[config.mk]
export PLATFORM = sky130hd
export DESIGN_NAME = token_bucket_packet_shaper
export DESIGN_NICKNAME = d
export VERILOG_FILES = /design/src/hw/rtl/tbs_pkg.sv /design/src/hw/rtl/token_bucket_packet_shaper.sv /design/src/hw/rtl/tbs_front.sv /design/src/hw/rtl/tbs_fifo.sv /design/src/hw/rtl/tbs_back.sv
export SDC_FILE = /design/constraint.sdc
export NUM_CORES = 2
export LEC_CHECK = 0
export BUFFER_PORTS_ARGS = -buffer_cell sky130_fd_sc_hd__buf_2
export CAP_MARGIN = 5
export CORE_MARGIN = 8
export CORE_UTILIZATION = 35
export DETAILED_ROUTE_END_ITERATION = 6
export GPL_TIMING_DRIVEN = 0
export SYNTH_ARGS = -nofsm -noshare
export SYNTH_HDL_FRONTEND = slang
export SYNTH_HIERARCHICAL = 1
export SYNTH_SLANG_ARGS = --single-unit
[constraint.sdc]
create_clock -name clock -period 8.08 [get_ports clock]
set_input_delay 1.616 -clock clock [delete_from_list [all_inputs] [get_ports clock]]
set_output_delay 1.616 -clock clock [all_outputs]
set_load 0.02 [all_outputs]
[src/hw/rtl/tbs_pkg.sv]
// Shared types, codes and constants of the token bucket packet shaper.
package tbs_pkg;

   // Field widths
   localparam int CREDIT_W = 31;
   localparam int TIME_W   = 32;
   localparam int TAG_W    = 16;
   localparam int SIZE_W   = 16;
   localparam int REFILL_W = 32;   // bit 31 set means "at least 2^31", i.e. saturating
   localparam int PROD_W   = 63;   // elapsed (32) times rate (31)

   // Packets of this size or more are never queued
   localparam logic [SIZE_W-1:0] MAX_PACKET_BYTES = 16'd2048;

   // Divide by ten: floor(x / 10) == (x * RECIP_10) >> RECIP_SHIFT for x < 2^35
   localparam logic [34:0] RECIP_10    = 35'd27487790695;
   localparam int          RECIP_SHIFT = 38;
   // Products at or above ten times 2^31 refill the bucket to the top anyway
   localparam logic [PROD_W-1:0] SAT_LIMIT = 63'd21474836480;

   // Decoupling FIFO between front and back
   localparam int FIFO_DEPTH = 4;
   localparam int FIFO_PTR_W = 2;
   localparam int FIFO_CNT_W = 3;

   // Input kinds
   localparam logic KIND_PACKET = 1'b0;
   localparam logic KIND_TICK   = 1'b1;

   // Register indexes of the configuration port
   localparam logic [1:0] CSR_BUCKET_DEPTH = 2'd0;
   localparam logic [1:0] CSR_RATE         = 2'd1;
   localparam logic [1:0] CSR_OUT_EN       = 2'd2;

   typedef enum logic [2:0] {
      ST_QSENT    = 3'd0,
      ST_QDISC    = 3'd1,
      ST_SENT     = 3'd2,
      ST_DISC     = 3'd3,
      ST_QUEUED   = 3'd4,
      ST_FULL     = 3'd5,
      ST_OVERSIZE = 3'd6,
      ST_TICK     = 3'd7
   } status_type;

   typedef enum logic [1:0] {
      B_IDLE,
      B_LOAD,
      B_CHECK,
      B_FINAL
   } back_state_type;

   // One classified item on its way from front to back
   typedef struct packed {
      logic                kind;
      logic [TAG_W-1:0]    tag;
      logic [SIZE_W-1:0]   size;
      logic [REFILL_W-1:0] refill;
   } item_type;

   // Configuration seen by the back end
   typedef struct packed {
      logic [CREDIT_W-1:0] bucket_depth;
      logic                out_en;
      logic                credit_load;
   } cfg_type;

endpackage

[src/hw/rtl/token_bucket_packet_shaper.sv]
// Top level of the token bucket packet shaper: ports, registers and wiring.
//
//  Channel  Direction  Signals                    Content
//  req      in         tvalid tready tdata tuser  one packet arrival or timer tick
//  rsp      out        tvalid tready tdata tuser  released, sent, queued or dropped
//                      tlast                      packets; last result of an item
//  csr      in         valid ready index data     bucket depth, rate, output enable
//
// Cycles: the front end is a three-stage pipe (time difference, multiply, partial
// products of the divide by ten, recombined on the way into the FIFO) and takes one
// item per cycle while its FIFO has room. The back end takes an item in its idle state
// and gives its last result in its final state. Each queued packet it releases, and the
// final fit check when packets remain queued, pass a load and a check state, as the
// descriptor store has one registered read port.
// Reset is synchronous; the descriptor store is not cleared.
// Either side may stall at any time; the result register frees the back end.
module token_bucket_packet_shaper #(
   parameter int QUEUE_DEPTH = 16
) (
   input  logic        clock,
   input  logic        reset,
   input  logic        req_tvalid,
   output logic        req_tready,
   input  logic [63:0] req_tdata,   // now[31:0], pkt_tag[47:32], pkt_size[63:48]
   input  logic        req_tuser,   // kind
   output logic        rsp_tvalid,
   input  logic        rsp_tready,
   output logic [63:0] rsp_tdata,   // out_tag[15:0], out_size[31:16], credit_left[62:32]
   output logic [2:0]  rsp_tuser,   // status
   output logic        rsp_tlast,
   input  logic        csr_valid,
   output logic        csr_ready,
   input  logic [1:0]  csr_index,
   input  logic [30:0] csr_data
);

   logic [tbs_pkg::CREDIT_W-1:0]  bucket_depth_ff, bucket_depth_in;
   logic [tbs_pkg::CREDIT_W-1:0]  rate_ff, rate_in;
   logic                          out_en_ff, out_en_in;
   tbs_pkg::cfg_type              cfg;

   logic                          push_valid, push_full;
   tbs_pkg::item_type             push_item;
   logic                          pop_valid, pop;
   tbs_pkg::item_type             pop_item;

   tbs_pkg::status_type           rsp_status;
   logic [tbs_pkg::TAG_W-1:0]     rsp_tag;
   logic [tbs_pkg::SIZE_W-1:0]    rsp_size;
   logic [tbs_pkg::CREDIT_W-1:0]  rsp_credit;

   // Configuration registers
   assign csr_ready = 1'b1;

   always_comb begin
      bucket_depth_in = bucket_depth_ff;
      rate_in         = rate_ff;
      out_en_in       = out_en_ff;
      if (csr_valid) begin
         case (csr_index)
            tbs_pkg::CSR_BUCKET_DEPTH: bucket_depth_in = csr_data;
            tbs_pkg::CSR_RATE:         rate_in         = csr_data;
            tbs_pkg::CSR_OUT_EN:       out_en_in       = csr_data[0];
            default: begin
            end
         endcase
      end
   end

   always_ff @(posedge clock) begin
      if (reset) begin
         bucket_depth_ff <= '0;
         rate_ff         <= '0;
         out_en_ff       <= 1'b1;
      end else begin
         bucket_depth_ff <= bucket_depth_in;
         rate_ff         <= rate_in;
         out_en_ff       <= out_en_in;
      end
   end

   always_comb begin
      cfg.bucket_depth = bucket_depth_in;
      cfg.out_en       = out_en_ff;
      cfg.credit_load  = csr_valid && (csr_index == tbs_pkg::CSR_BUCKET_DEPTH);
   end

   tbs_front u_front (
      .clock      (clock),
      .reset      (reset),
      .req_valid  (req_tvalid),
      .req_ready  (req_tready),
      .req_kind   (req_tuser),
      .req_now    (req_tdata[31:0]),
      .req_tag    (req_tdata[47:32]),
      .req_size   (req_tdata[63:48]),
      .rate       (rate_ff),
      .push_valid (push_valid),
      .push_full  (push_full),
      .push_item  (push_item)
   );

   tbs_fifo u_fifo (
      .clock      (clock),
      .reset      (reset),
      .push_valid (push_valid),
      .push_full  (push_full),
      .push_item  (push_item),
      .pop_valid  (pop_valid),
      .pop        (pop),
      .pop_item   (pop_item)
   );

   tbs_back #(
      .QUEUE_DEPTH (QUEUE_DEPTH)
   ) u_back (
      .clock      (clock),
      .reset      (reset),
      .cfg        (cfg),
      .q_valid    (pop_valid),
      .q_item     (pop_item),
      .q_pop      (pop),
      .rsp_ready  (rsp_tready),
      .rsp_valid  (rsp_tvalid),
      .rsp_status (rsp_status),
      .rsp_tag    (rsp_tag),
      .rsp_size   (rsp_size),
      .rsp_credit (rsp_credit),
      .rsp_last   (rsp_tlast)
   );

   assign rsp_tdata = {1'b0, rsp_credit, rsp_size, rsp_tag};
   assign rsp_tuser = rsp_status;

endmodule

[src/hw/rtl/tbs_front.sv]
// Front end: accepts items, tracks time and works out the refill per item.
module tbs_front (
   input  logic                          clock,
   input  logic                          reset,
   input  logic                          req_valid,
   output logic                          req_ready,
   input  logic                          req_kind,
   input  logic [tbs_pkg::TIME_W-1:0]    req_now,
   input  logic [tbs_pkg::TAG_W-1:0]     req_tag,
   input  logic [tbs_pkg::SIZE_W-1:0]    req_size,
   input  logic [tbs_pkg::CREDIT_W-1:0]  rate,
   output logic                          push_valid,
   input  logic                          push_full,
   output tbs_pkg::item_type             push_item
);

   logic                          advance;
   logic [tbs_pkg::TIME_W-1:0]    last_time_ff, last_time_in;

   // Stage 1: elapsed time
   logic                          s1_valid_ff, s1_valid_in;
   logic                          s1_kind_ff, s1_kind_in;
   logic [tbs_pkg::TAG_W-1:0]     s1_tag_ff, s1_tag_in;
   logic [tbs_pkg::SIZE_W-1:0]    s1_size_ff, s1_size_in;
   logic [tbs_pkg::TIME_W-1:0]    s1_elapsed_ff, s1_elapsed_in;

   // Stage 2: elapsed times rate
   logic                          s2_valid_ff, s2_valid_in;
   logic                          s2_kind_ff, s2_kind_in;
   logic [tbs_pkg::TAG_W-1:0]     s2_tag_ff, s2_tag_in;
   logic [tbs_pkg::SIZE_W-1:0]    s2_size_ff, s2_size_in;
   logic [tbs_pkg::PROD_W-1:0]    s2_prod_ff, s2_prod_in;

   // Stage 3: partial products of the divide by ten
   logic                          s3_valid_ff, s3_valid_in;
   logic                          s3_kind_ff, s3_kind_in;
   logic [tbs_pkg::TAG_W-1:0]     s3_tag_ff, s3_tag_in;
   logic [tbs_pkg::SIZE_W-1:0]    s3_size_ff, s3_size_in;
   logic                          s3_sat_ff, s3_sat_in;
   logic [51:0]                   s3_pp_hi_ff, s3_pp_hi_in;
   logic [52:0]                   s3_pp_lo_ff, s3_pp_lo_in;

   logic [69:0]                   quot_sum;

   // The whole pipe moves unless its last stage is blocked by a full FIFO
   assign advance   = !s3_valid_ff || !push_full;
   assign req_ready = advance;

   always_comb begin
      last_time_in  = last_time_ff;
      s1_valid_in   = s1_valid_ff;
      s1_kind_in    = s1_kind_ff;
      s1_tag_in     = s1_tag_ff;
      s1_size_in    = s1_size_ff;
      s1_elapsed_in = s1_elapsed_ff;
      s2_valid_in   = s2_valid_ff;
      s2_kind_in    = s2_kind_ff;
      s2_tag_in     = s2_tag_ff;
      s2_size_in    = s2_size_ff;
      s2_prod_in    = s2_prod_ff;
      s3_valid_in   = s3_valid_ff;
      s3_kind_in    = s3_kind_ff;
      s3_tag_in     = s3_tag_ff;
      s3_size_in    = s3_size_ff;
      s3_sat_in     = s3_sat_ff;
      s3_pp_hi_in   = s3_pp_hi_ff;
      s3_pp_lo_in   = s3_pp_lo_ff;
      if (advance) begin
         // modular time difference; the stamp is taken on acceptance
         s1_valid_in   = req_valid;
         s1_kind_in    = req_kind;
         s1_tag_in     = req_tag;
         s1_size_in    = req_size;
         s1_elapsed_in = req_now - last_time_ff;
         if (req_valid) begin
            last_time_in = req_now;
         end
         s2_valid_in = s1_valid_ff;
         s2_kind_in  = s1_kind_ff;
         s2_tag_in   = s1_tag_ff;
         s2_size_in  = s1_size_ff;
         s2_prod_in  = tbs_pkg::PROD_W'(s1_elapsed_ff) * tbs_pkg::PROD_W'(rate);
         s3_valid_in = s2_valid_ff;
         s3_kind_in  = s2_kind_ff;
         s3_tag_in   = s2_tag_ff;
         s3_size_in  = s2_size_ff;
         s3_sat_in   = (s2_prod_ff >= tbs_pkg::SAT_LIMIT);
         s3_pp_hi_in = 52'(s2_prod_ff[34:18]) * 52'(tbs_pkg::RECIP_10);
         s3_pp_lo_in = 53'(s2_prod_ff[17:0]) * 53'(tbs_pkg::RECIP_10);
      end
   end

   // Recombine the partial products and drop the fraction
   assign quot_sum = {s3_pp_hi_ff, 18'b0} + 70'(s3_pp_lo_ff);

   always_comb begin
      push_valid       = s3_valid_ff;
      push_item.kind   = s3_kind_ff;
      push_item.tag    = s3_tag_ff;
      push_item.size   = s3_size_ff;
      push_item.refill = s3_sat_ff ? 32'h8000_0000
                                   : {1'b0, quot_sum[tbs_pkg::RECIP_SHIFT +: 31]};
   end

   always_ff @(posedge clock) begin
      if (reset) begin
         last_time_ff <= '0;
         s1_valid_ff  <= 1'b0;
         s2_valid_ff  <= 1'b0;
         s3_valid_ff  <= 1'b0;
      end else begin
         last_time_ff <= last_time_in;
         s1_valid_ff  <= s1_valid_in;
         s2_valid_ff  <= s2_valid_in;
         s3_valid_ff  <= s3_valid_in;
      end
   end

   always_ff @(posedge clock) begin
      s1_kind_ff    <= s1_kind_in;
      s1_tag_ff     <= s1_tag_in;
      s1_size_ff    <= s1_size_in;
      s1_elapsed_ff <= s1_elapsed_in;
      s2_kind_ff    <= s2_kind_in;
      s2_tag_ff     <= s2_tag_in;
      s2_size_ff    <= s2_size_in;
      s2_prod_ff    <= s2_prod_in;
      s3_kind_ff    <= s3_kind_in;
      s3_tag_ff     <= s3_tag_in;
      s3_size_ff    <= s3_size_in;
      s3_sat_ff     <= s3_sat_in;
      s3_pp_hi_ff   <= s3_pp_hi_in;
      s3_pp_lo_ff   <= s3_pp_lo_in;
   end

endmodule

[src/hw/rtl/tbs_fifo.sv]
// Short FIFO of classified items between the front and back ends.
module tbs_fifo (
   input  logic               clock,
   input  logic               reset,
   input  logic               push_valid,
   output logic               push_full,
   input  tbs_pkg::item_type  push_item,
   output logic               pop_valid,
   input  logic               pop,
   output tbs_pkg::item_type  pop_item
);

   tbs_pkg::item_type                  entry_ff [tbs_pkg::FIFO_DEPTH];
   logic [tbs_pkg::FIFO_PTR_W-1:0]     wr_ptr_ff, wr_ptr_in;
   logic [tbs_pkg::FIFO_PTR_W-1:0]     rd_ptr_ff, rd_ptr_in;
   logic [tbs_pkg::FIFO_CNT_W-1:0]     count_ff, count_in;
   logic                               do_push, do_pop;

   assign push_full = (count_ff == tbs_pkg::FIFO_CNT_W'(tbs_pkg::FIFO_DEPTH));
   assign pop_valid = (count_ff != '0);
   assign pop_item  = entry_ff[rd_ptr_ff];
   assign do_push   = push_valid && !push_full;
   assign do_pop    = pop && pop_valid;

   // Pointer and fill bookkeeping
   always_comb begin
      wr_ptr_in = do_push ? wr_ptr_ff + 1'b1 : wr_ptr_ff;
      rd_ptr_in = do_pop  ? rd_ptr_ff + 1'b1 : rd_ptr_ff;
      count_in  = count_ff;
      if (do_push && !do_pop) begin
         count_in = count_ff + 1'b1;
      end else if (do_pop && !do_push) begin
         count_in = count_ff - 1'b1;
      end
   end

   always_ff @(posedge clock) begin
      if (reset) begin
         wr_ptr_ff <= '0;
         rd_ptr_ff <= '0;
         count_ff  <= '0;
      end else begin
         wr_ptr_ff <= wr_ptr_in;
         rd_ptr_ff <= rd_ptr_in;
         count_ff  <= count_in;
      end
   end

   always_ff @(posedge clock) begin
      if (do_push) begin
         entry_ff[wr_ptr_ff] <= push_item;
      end
   end

endmodule

[src/hw/rtl/tbs_back.sv]
// Back end: bucket credit, packet descriptor queue and result register.
module tbs_back #(
   parameter int QUEUE_DEPTH = 16
) (
   input  logic                          clock,
   input  logic                          reset,
   input  tbs_pkg::cfg_type              cfg,
   input  logic                          q_valid,
   input  tbs_pkg::item_type             q_item,
   output logic                          q_pop,
   input  logic                          rsp_ready,
   output logic                          rsp_valid,
   output tbs_pkg::status_type           rsp_status,
   output logic [tbs_pkg::TAG_W-1:0]     rsp_tag,
   output logic [tbs_pkg::SIZE_W-1:0]    rsp_size,
   output logic [tbs_pkg::CREDIT_W-1:0]  rsp_credit,
   output logic                          rsp_last
);

   localparam int IDX_W = (QUEUE_DEPTH > 1) ? $clog2(QUEUE_DEPTH) : 1;
   localparam int CNT_W = $clog2(QUEUE_DEPTH + 1);

   tbs_pkg::back_state_type              state_ff, state_in;
   logic [tbs_pkg::CREDIT_W-1:0]         credit_ff, credit_in;
   logic [IDX_W-1:0]                     head_ff, head_in;
   logic [CNT_W-1:0]                     count_ff, count_in;
   logic                                 kind_ff, kind_in;
   logic [tbs_pkg::TAG_W-1:0]            tag_ff, tag_in;
   logic [tbs_pkg::SIZE_W-1:0]           size_ff, size_in;

   logic                                 rsp_valid_ff, rsp_valid_in;
   tbs_pkg::status_type                  rsp_status_ff, rsp_status_in;
   logic [tbs_pkg::TAG_W-1:0]            rsp_tag_ff, rsp_tag_in;
   logic [tbs_pkg::SIZE_W-1:0]           rsp_size_ff, rsp_size_in;
   logic [tbs_pkg::CREDIT_W-1:0]         rsp_credit_ff, rsp_credit_in;
   logic                                 rsp_last_ff, rsp_last_in;

   // Descriptor store, read data registered
   logic [tbs_pkg::TAG_W-1:0]            slot_tag_mem  [QUEUE_DEPTH];
   logic [tbs_pkg::SIZE_W-1:0]           slot_size_mem [QUEUE_DEPTH];
   logic [tbs_pkg::TAG_W-1:0]            rd_tag_ff;
   logic [tbs_pkg::SIZE_W-1:0]           rd_size_ff;
   logic                                 rd_en, wr_en;

   logic                                 out_free;
   logic                                 head_fits;
   logic [tbs_pkg::CREDIT_W+1:0]         refill_sum;
   logic [CNT_W:0]                       tail_sum;
   logic [IDX_W-1:0]                     tail_idx;
   logic [IDX_W-1:0]                     head_next;

   assign out_free   = !rsp_valid_ff || rsp_ready;
   assign head_fits  = (credit_ff >= tbs_pkg::CREDIT_W'(rd_size_ff));
   assign refill_sum = (tbs_pkg::CREDIT_W+2)'(credit_ff) + (tbs_pkg::CREDIT_W+2)'(q_item.refill);
   assign rd_en      = (state_ff == tbs_pkg::B_LOAD);

   // Tail slot and wrapped head
   always_comb begin
      tail_sum = (CNT_W+1)'(head_ff) + (CNT_W+1)'(count_ff);
      if (tail_sum >= (CNT_W+1)'(QUEUE_DEPTH)) begin
         tail_sum = tail_sum - (CNT_W+1)'(QUEUE_DEPTH);
      end
      tail_idx  = tail_sum[IDX_W-1:0];
      head_next = (head_ff == IDX_W'(QUEUE_DEPTH - 1)) ? '0 : head_ff + 1'b1;
   end

   // Next state
   always_comb begin
      state_in = state_ff;
      case (state_ff)
         tbs_pkg::B_IDLE: begin
            if (q_valid) begin
               state_in = (count_ff != '0) ? tbs_pkg::B_LOAD : tbs_pkg::B_FINAL;
            end
         end
         tbs_pkg::B_LOAD: begin
            state_in = tbs_pkg::B_CHECK;
         end
         tbs_pkg::B_CHECK: begin
            if (!head_fits) begin
               state_in = tbs_pkg::B_FINAL;
            end else if (out_free) begin
               state_in = (count_ff == CNT_W'(1)) ? tbs_pkg::B_FINAL : tbs_pkg::B_LOAD;
            end
         end
         tbs_pkg::B_FINAL: begin
            if (out_free) begin
               state_in = tbs_pkg::B_IDLE;
            end
         end
         default: state_in = tbs_pkg::B_IDLE;
      endcase
   end

   // Datapath and results
   always_comb begin
      q_pop         = 1'b0;
      wr_en         = 1'b0;
      credit_in     = credit_ff;
      head_in       = head_ff;
      count_in      = count_ff;
      kind_in       = kind_ff;
      tag_in        = tag_ff;
      size_in       = size_ff;
      rsp_valid_in  = rsp_valid_ff && !rsp_ready;
      rsp_status_in = rsp_status_ff;
      rsp_tag_in    = rsp_tag_ff;
      rsp_size_in   = rsp_size_ff;
      rsp_credit_in = rsp_credit_ff;
      rsp_last_in   = rsp_last_ff;
      case (state_ff)
         tbs_pkg::B_IDLE: begin
            // take the next item and refill, saturating at the bucket depth
            if (q_valid) begin
               q_pop   = 1'b1;
               kind_in = q_item.kind;
               tag_in  = q_item.tag;
               size_in = q_item.size;
               if (refill_sum > (tbs_pkg::CREDIT_W+2)'(cfg.bucket_depth)) begin
                  credit_in = cfg.bucket_depth;
               end else begin
                  credit_in = refill_sum[tbs_pkg::CREDIT_W-1:0];
               end
            end
         end
         tbs_pkg::B_CHECK: begin
            // release the head descriptor while it fits
            if (head_fits && out_free) begin
               credit_in     = credit_ff - tbs_pkg::CREDIT_W'(rd_size_ff);
               head_in       = head_next;
               count_in      = count_ff - 1'b1;
               rsp_valid_in  = 1'b1;
               rsp_status_in = cfg.out_en ? tbs_pkg::ST_QSENT : tbs_pkg::ST_QDISC;
               rsp_tag_in    = rd_tag_ff;
               rsp_size_in   = rd_size_ff;
               rsp_credit_in = credit_in;
               rsp_last_in   = 1'b0;
            end
         end
         tbs_pkg::B_FINAL: begin
            if (out_free) begin
               rsp_valid_in = 1'b1;
               rsp_last_in  = 1'b1;
               rsp_tag_in   = tag_ff;
               rsp_size_in  = size_ff;
               if (kind_ff == tbs_pkg::KIND_TICK) begin
                  rsp_status_in = tbs_pkg::ST_TICK;
                  rsp_tag_in    = '0;
                  rsp_size_in   = '0;
               end else if (count_ff == '0 && credit_ff > tbs_pkg::CREDIT_W'(size_ff)) begin
                  credit_in     = credit_ff - tbs_pkg::CREDIT_W'(size_ff);
                  rsp_status_in = cfg.out_en ? tbs_pkg::ST_SENT : tbs_pkg::ST_DISC;
               end else if (count_ff == CNT_W'(QUEUE_DEPTH)) begin
                  rsp_status_in = tbs_pkg::ST_FULL;
               end else if (size_ff >= tbs_pkg::MAX_PACKET_BYTES) begin
                  rsp_status_in = tbs_pkg::ST_OVERSIZE;
               end else begin
                  wr_en         = 1'b1;
                  count_in      = count_ff + 1'b1;
                  rsp_status_in = tbs_pkg::ST_QUEUED;
               end
               rsp_credit_in = credit_in;
            end
         end
         default: begin
         end
      endcase
      // a write of the bucket depth refills the bucket
      if (cfg.credit_load) begin
         credit_in = cfg.bucket_depth;
      end
   end

   always_ff @(posedge clock) begin
      if (reset) begin
         state_ff     <= tbs_pkg::B_IDLE;
         credit_ff    <= '0;
         head_ff      <= '0;
         count_ff     <= '0;
         rsp_valid_ff <= 1'b0;
      end else begin
         state_ff     <= state_in;
         credit_ff    <= credit_in;
         head_ff      <= head_in;
         count_ff     <= count_in;
         rsp_valid_ff <= rsp_valid_in;
      end
   end

   always_ff @(posedge clock) begin
      kind_ff       <= kind_in;
      tag_ff        <= tag_in;
      size_ff       <= size_in;
      rsp_status_ff <= rsp_status_in;
      rsp_tag_ff    <= rsp_tag_in;
      rsp_size_ff   <= rsp_size_in;
      rsp_credit_ff <= rsp_credit_in;
      rsp_last_ff   <= rsp_last_in;
   end

   // Descriptor store ports
   always_ff @(posedge clock) begin
      if (wr_en) begin
         slot_tag_mem[tail_idx]  <= tag_ff;
         slot_size_mem[tail_idx] <= size_ff;
      end
      if (rd_en) begin
         rd_tag_ff  <= slot_tag_mem[head_ff];
         rd_size_ff <= slot_size_mem[head_ff];
      end
   end

   assign rsp_valid  = rsp_valid_ff;
   assign rsp_status = rsp_status_ff;
   assign rsp_tag    = rsp_tag_ff;
   assign rsp_size   = rsp_size_ff;
   assign rsp_credit = rsp_credit_ff;
   assign rsp_last   = rsp_last_ff;

endmodule

## After elaboration in Yosys (flattened, before gate mapping)

Memory sizes are Yosys's and may differ from the RTL's. A register that Yosys moved wholly into a read port is not among the register bits.
Cells that the tools add are included.

| word-level totals | value |
|---|---|
| bits in registers | 547 |
| bits in latches | 0 |
| memory bits (writable) | 772 |
| bits in read-only memories | 0 |
| bits of input ports | 103 |
| output and inout port bits | 71 |
| logic and storage cells | 183 |
| memories | 3 |

Memory list:

| name | words | width | read ports | clocked after memory_dff | wr ports | RTL line | RTL |
|---|---|---|---|---|---|---|---|
| u_fifo.entry_ff | 4 | 65 | 1 | 1 | 1 | tbs_fifo.sv:13 | `tbs_pkg::item_type entry_ff [tbs_pkg::FIFO_DEPTH];` |
| u_back.slot_size_mem | 16 | 16 | 1 | 1 | 1 | tbs_back.sv:40 | `logic [tbs_pkg::SIZE_W-1:0] slot_size_mem [QUEUE_DEPTH];` |
| u_back.slot_tag_mem | 16 | 16 | 1 | 1 | 1 | tbs_back.sv:39 | `logic [tbs_pkg::TAG_W-1:0] slot_tag_mem [QUEUE_DEPTH];` |

| operators by class | value |
|---|---|
| $add $sub $neg | 14 |
| $mul | 3 |
| divide/modulo/power cells | 0 |
| $lt $le $gt $ge | 6 |
| equal/unequal tests | 20 |
| shift-type cells | 0 |
| muxes and demuxes | 67 |
| bitwise gates (word level) | 0 |
| reduce and logical (&&, ||, !) cells | 33 |

Operators by type and width:

| operator | count |
|---|---|
| $mux 31 | 9 |
| $mux 16 | 6 |
| $pmux 31 s3 | 1 |
| $add 69x53->69 | 1 |
| $pmux 16 s2 | 2 |
| $ge 63x35->1 const B | 1 |
| $mul 32x31->63 | 1 |
| $pmux 31 s2 | 1 |
| $sub 31x16->31 | 2 |
| $mul 18x35->53 const B | 1 |
| $mul 17x35->51 const B | 1 |
| $add 31x32->33 | 1 |
| $gt 33x31->1 | 1 |
| $mux 32 | 1 |
| $sub 32x32->32 | 1 |
| $ge 31x16->1 | 1 |
| $gt 31x16->1 | 1 |
| $mux 5 | 6 |
| $mux 3 | 7 |
| $mux 1 | 18 |
| $mux 2 | 9 |
| $ge 16x12->1 const B | 1 |
| $ne 2x2->1 const B | 5 |
| $pmux 5 s2 | 1 |
| other kinds (35) | 64 |

## Depth between registers and ports, before layout

| depth | value |
|---|---|
| depth after elaboration | 9 |
| gate-level depth with buffers | 28 |
| gate-level depth less buffers | 26 |

## Hierarchy

Netlist, hierarchy kept.

Modules (own cells, without submodules):

| module | instances | cells an instance | area each (sq um) | seq. area each (sq um) |
|---|---|---|---|---|
| tbs_front | 1 | 5,707 | 56,608.0 | 9,138.8 |
| tbs_back | 1 | 2,084 | 31,858.1 | 20,199.4 |
| tbs_fifo | 1 | 387 | 9,888.2 | 7,987.7 |
| token_bucket_packet_shaper | 1 | 281 | 3,000.4 | 1,261.2 |

## Worst setup path before layout

No wires, ideal clock.

| timing path | value |
|---|---|
| path type | reg-to-reg |
| from | register u_fifo/count_ff[0] (netlist bit) |
| to | register u_front/last_time_ff[22] (netlist bit) |
| library setup time | 0.132 ns |
| arrival | 8.165 ns |
| data required time | 7.948 ns |
| setup slack | -0.218 ns |
| cell stages (with the launch flop) | 7 |
| buffers on the path | 1 |
| period minus slack after synthesis | 8.298 ns |
| cell sequence | dfxtp_1 > nor3b_2 > nand2_1 > nand2_1 > clkbuf_1 > nand2_1 > a21oi_1 |

| between the ends | value |
|---|---|
| cells in the longest elaborated chain, start to end | 4 |

Ends and longest elaborated chain:

| item | RTL line | RTL |
|---|---|---|
| start: declaration | tbs_fifo.sv:16 | `logic [tbs_pkg::FIFO_CNT_W-1:0] count_ff, count_in;` |
| start signal: assignment | tbs_fifo.sv:45 | `count_ff <= count_in;` |
| $eq 3x3->1 | tbs_fifo.sv:19 | `assign push_full = (count_ff == tbs_pkg::FIFO_CNT_W'(tbs_pkg::FIFO_DEPTH));` |
| named net push_full | token_bucket_packet_shaper.sv:42 | `logic push_valid, push_full;` |
| $logic_not 1->1 | tbs_front.sv:46 | `assign advance = !s3_valid_ff \|\| !push_full;` |
| $logic_or 1x1->1 | tbs_front.sv:46 |  |
| named net req_tready | token_bucket_packet_shaper.sv:23 | `output logic req_tready,` |
| $reduce_and 2->1 (no line) | -- |  |
| end signal: assignment | tbs_front.sv:112 | `last_time_ff <= last_time_in;` |
| end: declaration | tbs_front.sv:18 | `logic [tbs_pkg::TIME_W-1:0] last_time_ff, last_time_in;` |

The timed path passes the listed nets, and every way through them passes these cells.
A chain may end at the register's enable or synchronous reset.

## Final worst setup path

| timing path | value |
|---|---|
| from | register rate_ff[8] (netlist bit) |
| to | register u_front/s2_prod_ff[58] (netlist bit) (data pin) |

| between the ends | value |
|---|---|
| cells in the longest elaborated chain, start to end | 1 |

Ends and longest elaborated chain:

| item | RTL line | RTL |
|---|---|---|
| start: declaration | token_bucket_packet_shaper.sv:38 | `logic [tbs_pkg::CREDIT_W-1:0] rate_ff, rate_in;` |
| start signal: assignment | token_bucket_packet_shaper.sv:77 | `rate_ff <= rate_in;` |
| $mul 32x31->63 | tbs_front.sv:82 | `s2_prod_in = tbs_pkg::PROD_W'(s1_elapsed_ff) * tbs_pkg::PROD_W'(rate);` |
| end signal: assignment | tbs_front.sv:127 | `s2_prod_ff <= s2_prod_in;` |
| end: declaration | tbs_front.sv:32 | `logic [tbs_pkg::PROD_W-1:0] s2_prod_ff, s2_prod_in;` |

Every way passes these cells.

==> metrics.md <==
| Metric | Value |
|---|---|
| Result of the run | `finished clean` |
| Routed length per placed instance | `approximately 25 µm` |
| Share of the yosys chip area belonging to registers | `a little under two fifths` |
| Maximum number of pins on one net before global-route repair | `around 110` |
| Flop-to-flop setup slack | `0.05 ns` |
| Number of placed instances, taps included | `approximately 12000` |
| Summed instance area of the synthesized netlist | `approximately 100000 µm²` |
| Final antenna-violating net count | `0` |
| All-Layer GR Usage | `between 20 and 25%` |
| Root buf cell | `clkbuf_16` |
| Min-delay worst type | `register to register` |
| Final weighted congestion in routability-driven placement | `~1` |
| Clock transition at the registers of the reported paths | `~0.060 ns` |
| Post-route insts no fill | `12700` |
| Hold slack | `between 0.3 and 0.4 ns` |
| Most frequently used cell type in the post-synthesis netlist | `inv_1` |
| Floorplan row count | `197` |
| Unique cell type count in the Yosys netlist | `120` |
| Synth top area cells | `edfxtp_1 35%, fa_1 21%, ha_1 8.7%, mux4_2 5.0%, inv_1 4.8%` |
| Detailed-route wire length on metal 1 | `131000 µm` |
| Clock period minus final worst setup slack | `roughly 8 ns` |
| Most common cell on crit path | `fa_1` |
| Synth warnings | `6` |
| Routed via count | `67200` |
| Fin nets | `roughly 11000` |
| Fraction of final layout cells sized beyond drive strength 1 | `about an eighth` |
| TritonCTS clock tree | `yes` |
| Number of standard cells after synthesis | `about 8500` |
| Sum of negative setup slack | `0 ns` |
| Via density per instance | `around 5.3` |
| Clock Tree Buf Depth | `4` |
| Placeable core area | `288000 µm²` |
| Share of the cycle needed by the critical path after routing | `99.3%` |
| Timing-limited maximum frequency | `between 0.1 and 0.15 GHz` |
| Worst Path Required | `8.64 ns` |
| Top FF cell, synth | `edfxtp_1` |
| Rel. slew slack | `6.94%` |
| CP Buf/Inv Count | `8` |
| Overall die height | `between 500 and 600 µm` |
| Length of routed met3 wiring | `between 20000 and 25000 µm` |
| Area of the die | `around 310000 µm²` |
| Share of async-settable or async-resettable flops after synthesis | `0%` |
| Uppermost layer routed | `met5` |
| Critical Path End Type | `register` |
| Data arrival time of the worst path | `8.59 ns` |
| Count of buffers from port buffering | `between 150 and 200` |
| Post-route clock skew | `about 0.11 ns` |
| Number of buffers created by CTS | `153` |
| Leftover overflow at the end of global routing | `0` |
| Initial core utilization | `between 30% and 40%` |
| Final setup violation count | `0` |
| Per-instance average area after synthesis | `roughly 12 µm²` |
| Layout area overhead | `12.1%` |
| Number of antenna violations at the first check in global routing | `39` |
| Die width | `approximately 550 µm` |
| Least-Margin Pin Slew | `roughly 1.4 ns` |
| Total of max-cap violations | `0` |
| Count of final hold-check violations | `0` |
| CTS Sinks | `roughly 1300` |
| Detailed-route wire length | `316000 µm` |
| Number of design-rule violations left by the first detailed-router iteration | `~6000` |
| Detailed-router iteration count before antenna repair | `5` |
| Maximum level of the CTS H-tree | `4` |
| Critical path's largest stage delay | `roughly 0.55 ns` |
| Metal2 WL | `between 100000 and 150000 µm` |
| Post-synthesis net count | `a little over 10000` |
| Leading cell types by count after synthesis | `1307 x inv_1, 1185 x edfxtp_1, 1082 x fa_1` |
| I/O pin cnt | `roughly 170` |
| EDFF count, synth | `roughly 1200` |
| Highest-delay cell along the critical path | `fa_1` |
| Utilization after layout | `between 30 and 40%` |
| Nature of the critical path startpoint | `register` |
| Worst-path fanout max | `10` |
| DP HPWL | `253000 µm` |
| Synthesis-stage register bit count | `1335` |
| Max-slew violation total from the final report | `0` |
| DRC errors left | `0` |
| Largest area contributor in the netlist | `edfxtp_1` |
| Share of the synthesized area in the top cell type | `approximately a third` |
| Largest delay share family, worst path | `adder cells` |
| Classification of the worst setup path | `register to register` |
| First-pass GRT wire length | `about 460000 µm` |
| Setup repair after global routing missed its margin | `true` |
| Clock latency reported for the late side of the worst-skew pair | `0.85 ns` |
| Vias in the first global route | `69000` |
==> routing by layer <==
metal / track usage, % / up-vias
met3: 3.52 / 633
met1: 26.6 / 34600
li1: - / 29400
met2: 33.1 / 2554
met5: 0 / -
met4: 7.71 / 6
==> logic make-up after synthesis <==
family,Yosys count,share of synthesized area (%)
compound gates,993,6.54
xor+xnor,262,2.26
fa+ha+maj,1784,30.0
buf+inv,1673,6.40
flops,1335,38.1
mux,367,6.46
other cells,2,0.00741
simple gates,2043,10.2
==> cell usage in the layout, fill, tap and decap left out, types with 157 or more instances in the layout <==
cell type,n
xnor2_1,178
fa_1,1077
nor2_1,214
mux4_2,225
o21ai_0,160
ha_1,691
and2_1,556
clkbuf_16,157
edfxtp_1,1185
inv_1,1302
buf_2,211
a21oi_1,304
nand2_1,729
==> sequential cells by signal, summed over array words and instances, names as in the netlist, 31 cells and up, named ones only <==
name	count
u_fifo/entry_ff	260
u_back/slot_size_mem	256
u_back/slot_tag_mem	256
u_front/s2_prod_ff	63
u_front/s3_pp_hi_ff	51
u_front/s3_pp_lo_ff	35
u_front/last_time_ff	32
u_front/s1_elapsed_ff	32
bucket_depth_ff	31
rate_ff	31
u_back/credit_ff	31
u_back/rsp_credit	31
==> final cells by class <==
type                            instances  area [µm²]
Clock buffer                          176        4040
Multi-Input combinational cell       5451       56700
Timing Repair Buffer                  235        1760
Inverter                             1309        4910
Sequential cell                      1335       38700
Tap cell                             3781        4730
Antenna cell                           15        37.5
Buffer                                359        2070
Fill cell                           27300      175000
Clock inverter                         83         714
==> through the flow <==
step | setup WS (ns) | cell area [µm²]
2_1_floorplan | 0.806 | 101000
3_3_place_gp | -1.78 | 107000
3_5_place_dp | -1.58 | 108000
4_1_cts | 0.00176 | 113000
5_1_grt | -0.101 | 114000
6_report | 0.0533 | 114000
==> worst paths after layout <==
kind	start	end	cells past startpoint
max	rate_ff[8]$_SDFFE_PP0P_	u_front/s2_prod_ff[58]$_DFFE_PN_	28
min	u_front/s2_size_ff[7]$_DFFE_PN_	u_front/s3_size_ff[7]$_DFFE_PN_	0
max reg2reg	rate_ff[8]$_SDFFE_PP0P_	u_front/s2_prod_ff[58]$_DFFE_PN_	28
min reg2reg	u_front/s2_size_ff[7]$_DFFE_PN_	u_front/s3_size_ff[7]$_DFFE_PN_	0
==> what timing repair did <==
item | 4_1_cts | 5_1_grt
hold buffers | 0 | 0
endpoints found under the hold margin | 0 | 0
setup buffers | 10 | 17
resized for setup | 276 | 188
setup endpoints to repair | 39 | 26
pin swaps | 5 | 34
Power is not shown: default switching activity piles up to over one toggle a cycle in this logic, so the estimate is an artifact.
